===== src/design/prime_field_arithmetic_unit_macros.svh =====
// Assertion macros for the prime field arithmetic unit.
// Used by prime_field_arithmetic_unit.sv; expects clk and rst_n in scope.
`ifndef PRIME_FIELD_ARITHMETIC_UNIT_MACROS_SVH
`define PRIME_FIELD_ARITHMETIC_UNIT_MACROS_SVH

// Property that must hold at every edge out of reset.
`define PFAU_CHK(lbl, expr, msg) \
    lbl: assert property (@(posedge clk) disable iff (!rst_n) (expr)) else $error(msg);

// Antecedent at one edge implies consequent at the next.
`define PFAU_NEXT(lbl, ante, cons, msg) \
    lbl: assert property (@(posedge clk) disable iff (!rst_n) (ante) |=> (cons)) else $error(msg);

`endif


===== src/design/pfau_pkg.sv =====
// Package for the prime field arithmetic unit: modulus, opcodes, sequencer types.
// No dependencies.
package pfau_pkg;

    localparam int OperandWidth = 30;
    localparam logic [OperandWidth-1:0] FIELD_P = 30'd1000000007;
    localparam logic [OperandWidth-1:0] FIELD_P_MINUS_2 = 30'd1000000005;

    typedef enum logic [2:0] {
        OP_ADD = 3'd0,
        OP_SUB = 3'd1,
        OP_MUL = 3'd2,
        OP_DIV = 3'd3,
        OP_POW = 3'd4,
        OP_INV = 3'd5
    } op_t;

    typedef enum logic [2:0] {
        S_IDLE,
        S_CALC,
        S_LOOP,
        S_MUL,
        S_OUT
    } state_t;

    // What the running serial multiply feeds when it finishes
    typedef enum logic [1:0] {
        J_SINGLE,
        J_ACC,
        J_SQR,
        J_DIVFIN
    } job_t;

endpackage


===== src/design/prime_field_arithmetic_unit.sv =====
// Prime field arithmetic unit, modulus 1000000007, bit-serial modular multiplier.
// Depends on pfau_pkg.sv and prime_field_arithmetic_unit_macros.svh.
//
// Usage:
//   Request words enter on s_tvalid/s_tready/s_tdata; one result word leaves on
//   m_tvalid/m_tready/m_tdata per request. The unit works on one request at a
//   time: s_tready is high only while idle.
//   Operands are reduced mod p on entry (one conditional subtract).
//   Work done per opcode after the accepting edge:
//     add, subtract, unused opcodes: result formed directly, no multiply
//     multiply: one serial multiply, one bit of the multiplier per cycle
//     power: square-and-multiply over the exponent bits, LSB first, one serial
//            product per squaring and per multiply
//     inverse: exponent p-2 (30 bits, 15 ones)
//     divide: inverse plus one more multiply
//   Throughput is set by the single shared serial multiplier: each modular
//   product is formed one doubling and conditional add per cycle.
//   Reset clears the sequencer to idle; no request or result is pending.
//   When the receiver stalls, the result word holds on m_tdata with m_tvalid
//   high and no new request is taken until it is accepted.
`include "prime_field_arithmetic_unit_macros.svh"

module prime_field_arithmetic_unit
(
    input  logic        clk,
    input  logic        rst_n,
    input  logic        s_tvalid,
    output logic        s_tready,
    input  logic [63:0] s_tdata,   // req_type[2:0], operand_a[32:3], operand_b[62:33], zero pad
    output logic        m_tvalid,
    input  logic        m_tready,
    output logic [31:0] m_tdata    // result[29:0], zero pad
);
    import pfau_pkg::*;

    localparam int W = OperandWidth;

    state_t         state_reg, state_next;
    job_t           job_reg, job_next;
    logic [2:0]     op_reg, op_next;
    logic [W-1:0]   a_reg, a_next;
    logic [W-1:0]   b_reg, b_next;
    logic [W-1:0]   base_reg, base_next;
    logic [W-1:0]   exp_reg, exp_next;
    logic [W-1:0]   acc_reg, acc_next;
    logic [W-1:0]   res_reg, res_next;
    logic           div_reg, div_next;
    logic [W-1:0]   mx_reg, mx_next;    // multiplicand
    logic [W-1:0]   my_reg, my_next;    // multiplier, shifted out MSB first
    logic [W-1:0]   mp_reg, mp_next;    // partial product
    logic [4:0]     mcnt_reg, mcnt_next;

    // Input reduction
    logic [W-1:0]   in_a, in_b, red_a, red_b;
    assign in_a  = s_tdata[32:3];
    assign in_b  = s_tdata[62:33];
    assign red_a = (in_a >= FIELD_P) ? in_a - FIELD_P : in_a;
    assign red_b = (in_b >= FIELD_P) ? in_b - FIELD_P : in_b;

    // One multiplier step: p = 2p + (bit ? x : 0) mod P
    logic [W:0]     dbl, sum, add_s, sub_s;
    logic [W-1:0]   dbl_r, step_p, add_r;
    assign dbl    = {mp_reg, 1'b0};
    assign dbl_r  = (dbl >= {1'b0, FIELD_P}) ? W'(dbl - {1'b0, FIELD_P}) : dbl[W-1:0];
    assign sum    = {1'b0, dbl_r} + (my_reg[W-1] ? {1'b0, mx_reg} : '0);
    assign step_p = (sum >= {1'b0, FIELD_P}) ? W'(sum - {1'b0, FIELD_P}) : sum[W-1:0];

    // Add and subtract
    assign add_s = {1'b0, a_reg} + {1'b0, b_reg};
    assign add_r = (add_s >= {1'b0, FIELD_P}) ? W'(add_s - {1'b0, FIELD_P}) : add_s[W-1:0];
    assign sub_s = {1'b0, a_reg} + {1'b0, FIELD_P} - {1'b0, b_reg};

    always_comb
    begin
        state_next = state_reg;
        job_next   = job_reg;
        op_next    = op_reg;
        a_next     = a_reg;
        b_next     = b_reg;
        base_next  = base_reg;
        exp_next   = exp_reg;
        acc_next   = acc_reg;
        res_next   = res_reg;
        div_next   = div_reg;
        mx_next    = mx_reg;
        my_next    = my_reg;
        mp_next    = mp_reg;
        mcnt_next  = mcnt_reg;

        unique case (state_reg)
            S_IDLE:
            begin
                if (s_tvalid)
                begin
                    op_next    = s_tdata[2:0];
                    a_next     = red_a;
                    b_next     = red_b;
                    state_next = S_CALC;
                end
            end
            S_CALC:
            begin
                acc_next   = W'(1);
                div_next   = 1'b0;
                mp_next    = '0;
                mcnt_next  = '0;
                state_next = S_LOOP;
                case (op_reg)
                    OP_ADD:
                    begin
                        res_next   = add_r;
                        state_next = S_OUT;
                    end
                    OP_SUB:
                    begin
                        res_next   = (a_reg >= b_reg) ? a_reg - b_reg : sub_s[W-1:0];
                        state_next = S_OUT;
                    end
                    OP_MUL:
                    begin
                        mx_next    = a_reg;
                        my_next    = b_reg;
                        job_next   = J_SINGLE;
                        state_next = S_MUL;
                    end
                    OP_DIV:
                    begin
                        base_next = b_reg;
                        exp_next  = FIELD_P_MINUS_2;
                        div_next  = 1'b1;
                    end
                    OP_POW:
                    begin
                        base_next = a_reg;
                        exp_next  = b_reg;
                    end
                    OP_INV:
                    begin
                        base_next = a_reg;
                        exp_next  = FIELD_P_MINUS_2;
                    end
                    default:
                    begin
                        res_next   = '0;
                        state_next = S_OUT;
                    end
                endcase
            end
            S_LOOP:
            begin
                mp_next    = '0;
                mcnt_next  = '0;
                state_next = S_MUL;
                if (exp_reg == '0)
                begin
                    if (div_reg)
                    begin
                        mx_next  = a_reg;
                        my_next  = acc_reg;
                        job_next = J_DIVFIN;
                    end
                    else
                    begin
                        res_next   = acc_reg;
                        state_next = S_OUT;
                    end
                end
                else if (exp_reg[0])
                begin
                    mx_next  = base_reg;
                    my_next  = acc_reg;
                    job_next = J_ACC;
                end
                else
                begin
                    mx_next  = base_reg;
                    my_next  = base_reg;
                    job_next = J_SQR;
                end
            end
            S_MUL:
            begin
                mp_next   = step_p;
                my_next   = {my_reg[W-2:0], 1'b0};
                mcnt_next = mcnt_reg + 5'd1;
                if (mcnt_reg == 5'(W - 1))
                begin
                    unique case (job_reg)
                        J_SINGLE, J_DIVFIN:
                        begin
                            res_next   = step_p;
                            state_next = S_OUT;
                        end
                        J_ACC:
                        begin
                            // chain straight into the squaring
                            acc_next  = step_p;
                            mx_next   = base_reg;
                            my_next   = base_reg;
                            mp_next   = '0;
                            mcnt_next = '0;
                            job_next  = J_SQR;
                        end
                        J_SQR:
                        begin
                            base_next  = step_p;
                            exp_next   = {1'b0, exp_reg[W-1:1]};
                            state_next = S_LOOP;
                        end
                        default:
                        begin
                            state_next = S_IDLE;
                        end
                    endcase
                end
            end
            S_OUT:
            begin
                if (m_tready)
                begin
                    state_next = S_IDLE;
                end
            end
            default:
            begin
                state_next = S_IDLE;
            end
        endcase
    end

    always_ff @(posedge clk or negedge rst_n)
    begin
        if (!rst_n)
        begin
            state_reg <= S_IDLE;
            job_reg   <= J_SINGLE;
            mcnt_reg  <= '0;
            div_reg   <= 1'b0;
        end
        else
        begin
            state_reg <= state_next;
            job_reg   <= job_next;
            mcnt_reg  <= mcnt_next;
            div_reg   <= div_next;
        end
    end

    // Payload registers, no reset
    always_ff @(posedge clk)
    begin
        op_reg   <= op_next;
        a_reg    <= a_next;
        b_reg    <= b_next;
        base_reg <= base_next;
        exp_reg  <= exp_next;
        acc_reg  <= acc_next;
        res_reg  <= res_next;
        mx_reg   <= mx_next;
        my_reg   <= my_next;
        mp_reg   <= mp_next;
    end

    assign s_tready = (state_reg == S_IDLE);
    assign m_tvalid = (state_reg == S_OUT);
    assign m_tdata  = {2'b00, res_reg};

    `PFAU_CHK(a_result_canonical, !m_tvalid || (res_reg < FIELD_P), "result not below p")
    `PFAU_CHK(a_partial_canonical, (state_reg != S_MUL) || (mp_reg < FIELD_P), "partial >= p")
    `PFAU_CHK(a_one_side_busy, !(s_tready && m_tvalid), "request and result open together")
    `PFAU_NEXT(a_back_to_idle, m_tvalid && m_tready, s_tready, "no return to idle")

endmodule

===== config.mk =====
export PLATFORM = sky130hd
export DESIGN_NAME = prime_field_arithmetic_unit
export DESIGN_NICKNAME = d
export VERILOG_FILES = /design/src/design/pfau_pkg.sv /design/src/design/prime_field_arithmetic_unit.sv
export VERILOG_INCLUDE_DIRS = /design/src /design/src/design
export SDC_FILE = /design/constraint.sdc
export NUM_CORES = 1
export LEC_CHECK = 0
export BUFFER_PORTS_ARGS = -buffer_cell sky130_fd_sc_hd__buf_2
export CORE_ASPECT_RATIO = 2
export CORE_MARGIN = 2
export CORE_UTILIZATION = 60
export DETAILED_ROUTE_END_ITERATION = 10
export GPL_ROUTABILITY_DRIVEN = 0
export PLACE_DENSITY = 0.76
export SLEW_MARGIN = 20
export SYNTH_ARGS = -nofsm -noshare
export SYNTH_HDL_FRONTEND = slang
export SYNTH_SLANG_ARGS = --single-unit

===== constraint.sdc =====
create_clock -name clk -period 21.3 [get_ports clk]
set_input_delay 3.195 -clock clk [delete_from_list [all_inputs] [get_ports clk]]
set_output_delay 3.195 -clock clk [all_outputs]
set_load 0.02 [all_outputs]

# Yosys cells after proc, flatten, opt, wreduce, memory -nomap -nowiden

Index checks and enable logic that the tools add are counted.

Flip-flop bits (word level): 284
Output and inout bits: 34
Word-level logic and storage cells: 138

$add $sub $neg: 11
Magnitude comparators: 6
Equality and inequality tests: 27
Muxes and demuxes: 59
Reductions and logical operators: 21

Operators with widths:

| kind                     | number |
|---|---|
| $mux W30                 | 30 |
| $pmux W30 S2             | 6 |
| $pmux W30 S3             | 4 |
| $sub A30 B30 Y30 const B | 5 |
| $ge A31 B30 Y1 const B   | 3 |
| $add A30 B30 Y31         | 2 |
| $ge A30 B30 Y1 const B   | 2 |
| $sub A30 B30 Y30         | 2 |
| $add A30 B30 Y30 const B | 1 |
| $ge A30 B30 Y1           | 1 |
| $logic_not A30 Y1        | 1 |
| $mux W3                  | 5 |
| $pmux W3 S5              | 1 |
| $ne A2 B2 Y1 const B     | 7 |
| $eq A3 B2 Y1 const B     | 4 |
| $mux W2                  | 6 |
| $pmux W3 S2              | 2 |
| $reduce_and A4 Y1        | 3 |
| $mux W5                  | 2 |
| $pmux W5 S2              | 1 |
| $eq A3 B3 Y1 const B     | 3 |
| $reduce_or A2 Y1         | 4 |
| $eq A3 B1 Y1 const B     | 2 |
| $logic_not A3 Y1         | 2 |
| 19 further kinds         | 25 |

# Longest topological paths before layout

Depth after elaboration: 8
Gate-level depth with buffers: 32

# Least setup slack after synthesis

OpenSTA, ideal clock, no wires.

Kind: flip-flop to flip-flop
Start: register mp_reg[2]
End: register base_reg[8], data pin
Arrival time: 6513 ps
Path slack: 14533 ps
Cell stages (with the launch flop): 30
Path buffers: 2
Period minus slack after synthesis: 6767 ps
Path through: edfxtp_1 -> inv_1 -> ha_1 -> nand3_1 -> a21oi_1 -> o21ai_0 -> a31oi_1 -> o21ai_0 -> and3_1 -> nor3_1 -> o21bai_1 -> and3_1 -> a21oi_1 -> inv_1 -> clkbuf_1 -> ha_1 -> fa_1 -> a211oi_1 -> o211ai_1 -> a221oi_2 -> a21oi_1 -> o211a_1 -> nor4bb_1 -> a31oi_1 -> o211ai_2 -> buf_2 -> nand3_1 -> xnor2_1 -> nor2_1 -> a21o_1

Cells in the longest elaborated chain, start to end: 8
Elaborated cells between the ends (all ways): 10
Classes of those cells: add/sub: 3; order compare: 2; mux: 5

Ends and longest elaborated chain:

| element                                            | line                               | RTL |
|---|---|---|
| start: declaration                                 | prime_field_arithmetic_unit.sv:50  | `logic [W-1:0] mp_reg, mp_next;` |
| start signal: assignment                           | prime_field_arithmetic_unit.sv:261 | `mp_reg <= mp_next;` |
| $sub A30 B30 Y30 or $ge A31 B30 Y1 (tied branches) | prime_field_arithmetic_unit.sv:64  | `assign dbl_r = (dbl >= {1'b0, FIELD_P}) ? W'(dbl - {1'b0, FIELD_P}) : dbl[W-1:0];` |
| $mux W30 *                                         | prime_field_arithmetic_unit.sv:64  |  |
| $add A30 B30 Y31 *                                 | prime_field_arithmetic_unit.sv:65  | `assign sum = {1'b0, dbl_r} + (my_reg[W-1] ? {1'b0, mx_reg} : '0);` |
| $sub A30 B30 Y30 or $ge A31 B30 Y1 (tied branches) | prime_field_arithmetic_unit.sv:66  | `assign step_p = (sum >= {1'b0, FIELD_P}) ? W'(sum - {1'b0, FIELD_P}) : sum[W-1:0];` |
| $mux W30 *                                         | prime_field_arithmetic_unit.sv:66  |  |
| $mux W30 *                                         | prime_field_arithmetic_unit.sv:188 | `unique case (job_reg)` |
| $mux W30 *                                         | prime_field_arithmetic_unit.sv:186 | `if (mcnt_reg == 5'(W - 1))` |
| $pmux W30 S2 *                                     | prime_field_arithmetic_unit.sv:90  | `unique case (state_reg)` |
| via base_next[8]                                   | prime_field_arithmetic_unit.sv:43  | `logic [W-1:0] base_reg, base_next;` |
| end signal: assignment                             | prime_field_arithmetic_unit.sv:255 | `base_reg <= base_next;` |
| end: declaration                                   | prime_field_arithmetic_unit.sv:43  |  |

The timed path passes the listed nets; every way through them passes the cells marked *. The select of a mux whose other input is x is not followed.
A chain may end at the register's enable or synchronous reset.

# Worst setup path in the final report

Start: register mp_reg[4]
End: register res_reg[4], data pin

Cells in the longest elaborated chain, start to end: 8
Elaborated cells between the ends (all ways): 10
Classes of those cells: add/sub: 3; order compare: 2; mux: 5

Ends and longest elaborated chain:

| element                                            | line                               | RTL |
|---|---|---|
| $ge A31 B30 Y1 or $sub A30 B30 Y30 (tied branches) | prime_field_arithmetic_unit.sv:64  |  |
| $mux W30 *                                         | prime_field_arithmetic_unit.sv:64  |  |
| $add A30 B30 Y31 *                                 | prime_field_arithmetic_unit.sv:65  |  |
| $sub A30 B30 Y30 or $ge A31 B30 Y1 (tied branches) | prime_field_arithmetic_unit.sv:66  |  |
| $mux W30 *                                         | prime_field_arithmetic_unit.sv:66  |  |
| $mux W30 *                                         | prime_field_arithmetic_unit.sv:188 |  |
| $mux W30 *                                         | prime_field_arithmetic_unit.sv:186 |  |
| $pmux W30 S3 *                                     | prime_field_arithmetic_unit.sv:90  |  |
| via res_next[4]                                    | prime_field_arithmetic_unit.sv:46  | `logic [W-1:0] res_reg, res_next;` |
| end signal: assignment                             | prime_field_arithmetic_unit.sv:258 | `res_reg <= res_next;` |
| end: declaration                                   | prime_field_arithmetic_unit.sv:46  |  |

Marks and branches as above.

==> summary.txt <==
Drt
  • TritonRoute pass-1 iters: 6
  • Drt via density: 6.63
  • WL/cell: 22.8 um
  • Total routed wirelength: 70800 um
  • Drt initial violations: 1732
  • DRC: 0
  • Routed via count: 20600
  • Final ANT Viol Nets: 0

STA
  • Max_slew headroom: 24.5%
  • Clk_skew: 32.2 ps
  • Setup repair after global routing missed its margin: false
  • Slew Viols, Final: 0
  • Final worst path period share: 44.4%
  • Min cycle time layout: 9460 ps
  • Setup TNS: 0 ps
  • Tightest Pin Transition: 1130 ps
  • Final hold violations: 0
  • Fmax: 0.106 GHz
  • Final Setup Violations: 0

Global routing
  • GRT overflow: 0
  • Antenna violations before repair: 1
  • First-pass GRT wire length: 111000 um
  • Gr usage total: 35.6%
  • Pin count of the biggest net entering global routing: 64
  • Vias in the first global route: 21000

Clocking
  • CTS H-tree lvls: 1
  • CTS Buf Count: 26
  • Postcts setup bufs: 0
  • CTS resizes: 0
  • Clock slew at reported path FFs: 70 ps
  • # clock sinks: 284
  • Clk buf depth: 3
  • CTS Root Cell: clkbuf_16
  • Hold_buf cts: 0
  • Clock Latency Late Sink: 580 ps
  • CTS tree: built

Place
  • Number of port buffers: 98
  • Dpl hpwl: 54400 um

Critical path
  • Slowest cell on the critical path: a221oi_2
  • Largest stage delay on the critical path: 770 ps
  • Crit path DAT: 9790 ps
  • Crit path capture type: flip-flop
  • Worst EP required: 21630 ps
  • CP Class: flip-flop to flip-flop
  • Critical Path Source Type: flip-flop
  • Crit path max fanout: 16

Pwr
  • Total design power: 4.31 mW
  • Maximum vdd drop: 0.0807 mV
  • Pwr per Cell Area: 174 nW/um^2
  • Leak: 9.88 nW

Yosys
  • Asr flop ratio synth: 3.87%
  • Seq/Total Area, Yosys: 36.9%
  • Ys Warns: 0
  • Netlist cell types: 93
  • Cells after Synth: 2574
  • Syn avg cell area: 8.93 um^2
  • Dominant synthesized flop cell: edfxtp_1
  • Register bit total from synthesis: 284
  • Number of flops mapped to enable cells by yosys: 273
  • Synthesized area: 23000 um^2

Status
  • Status: finished clean

Floorplan
  • Initial Utilization: 60.6%
  • Die Wd: 142 um
  • Core area: 37900 um^2
  • Ports: 102
  • Die footprint: 40000 um^2
  • DIE HEIGHT: 281 um
  • # rows: 101

Min path
  • Min-delay worst type: flip-flop to flip-flop

Job
  • MaxCap Viol Count: 0

Cells and area
  • Layout Nets: 2853
  • Storage cell area: 8470 um^2
  • Fill cell count: 3081
  • Synth-to-layout area growth: 8.01%
  • Multi-input logic area: 13500 um^2
  • Layout cell share with drive strength beyond 1: 9.38%
-- through the flow --
step | area, um^2 | util, % | instances | setup slack (ps) | hold slack (ps)
after global placement | 23900 | 63.1 | 3060 | 12330 | 465
after floorplan | 23000 | - | 2575 | 14530 | 443
after global routing | 24800 | 65.5 | 3109 | 11400 | 569
after CTS | 24800 | 65.5 | 3108 | 12060 | 499
final | 24800 | 65.5 | 3110 | 11840 | 490
after detailed placement | 23900 | 63.1 | 3060 | 12120 | 487
-- area by class of cell --
class	count	share of cell area (%)
inverters	157	2.37
multi-input cells	2024	54.6
well taps	463	2.33
repair buffers	132	3.00
clock buffers	29	2.75
flip-flops and latches	284	34.1
clock inverters	19	0.821
diodes	2	0.0202
-- worst paths after layout --
path | cells after the start | startpoint | end | slack [ps]
max in group asynchronous | 1 | rst_n | job_reg[0] | 18580
setup / recovery | 28 | mp_reg[4] | res_reg[4] | 11840
hold / removal | 1 | mcnt_reg[4] | mcnt_reg[4] | 490
min in group asynchronous | 1 | rst_n | state_reg[2] | 2500
hold reg to reg | 1 | mcnt_reg[4] | mcnt_reg[4] | 490
setup reg to reg | 28 | mp_reg[4] | res_reg[4] | 11840
-- where the power goes --
group | internal [mW] | switching [mW]
Combinational | 0.993 | 1.83
Clock | 0.280 | 0.218
Sequential | 0.872 | 0.120
Total | 2.15 | 2.17
-- Yosys cell counts, types with 30 or more instances --
| library cell | n | share of area, % |
|---|---|---|
| nor3_1 | 57 | 1.2 |
| xor2_1 | 69 | 2.6 |
| a31oi_1 | 36 | 0.98 |
| o211ai_1 | 31 | 1.0 |
| and3_1 | 30 | 0.82 |
| and2_1 | 61 | 1.7 |
| o21ai_0 | 157 | 3.4 |
| nand2_1 | 252 | 4.1 |
| mux2_2 | 31 | 1.5 |
| a21o_1 | 37 | 1.2 |
| edfxtp_1 | 273 | 36 |
| xnor2_1 | 146 | 5.6 |
| ha_1 | 141 | 7.7 |
| clkbuf_1 | 89 | 1.5 |
| nand2b_1 | 33 | 0.90 |
| nor2_1 | 238 | 3.9 |
| inv_1 | 152 | 2.5 |
| a21oi_1 | 193 | 4.2 |
| nand3_1 | 88 | 1.9 |
-- placed cells by master (no fill, tap or decap), types with 17 or more instances in the layout --
master	n
edfxtp_1	273
nand2_1	251
nor2_1	235
a21oi_1	193
o21ai_0	153
inv_1	152
xnor2_1	146
ha_1	141
buf_2	98
nand3_1	88
xor2_1	69
and2_1	61
nor3_1	55
a21o_1	37
a31oi_1	36
buf_4	34
nand2b_1	33
o211ai_1	31
mux2_2	31
and3_1	30
mux2i_1	28
clkbuf_16	27
nor2b_1	25
nor4_1	23
a211oi_1	23
o21bai_1	19
fa_1	19
o31ai_1	17
-- critical path: cells and delay by family (launching register included) --
family          cells  cell delay (ps)
buf+inv             2              640
fa+ha+maj           2              840
simple gates        6             1440
xor+xnor            2              610
flops               1              440
compound gates     16             5210
-- routing by layer --
metal | track usage, % | wire length [um]
met4 | 28.3 | 6880
met1 | 37.4 | 23600
met2 | 63.7 | 35600
met5 | 0 | 0
met3 | 3.75 | 4770
-- cells by family after synthesis --
group	Yosys count	share of synthesized area [%]
simple gates	898	18.8
compound gates	690	19.6
flops	284	36.9
buf+inv	267	4.52
xor+xnor	215	8.19
fa+ha+maj	160	9.33
mux	59	2.74
other cells	1	0.0163
Note: power is estimated with default switching activity, not from simulation.
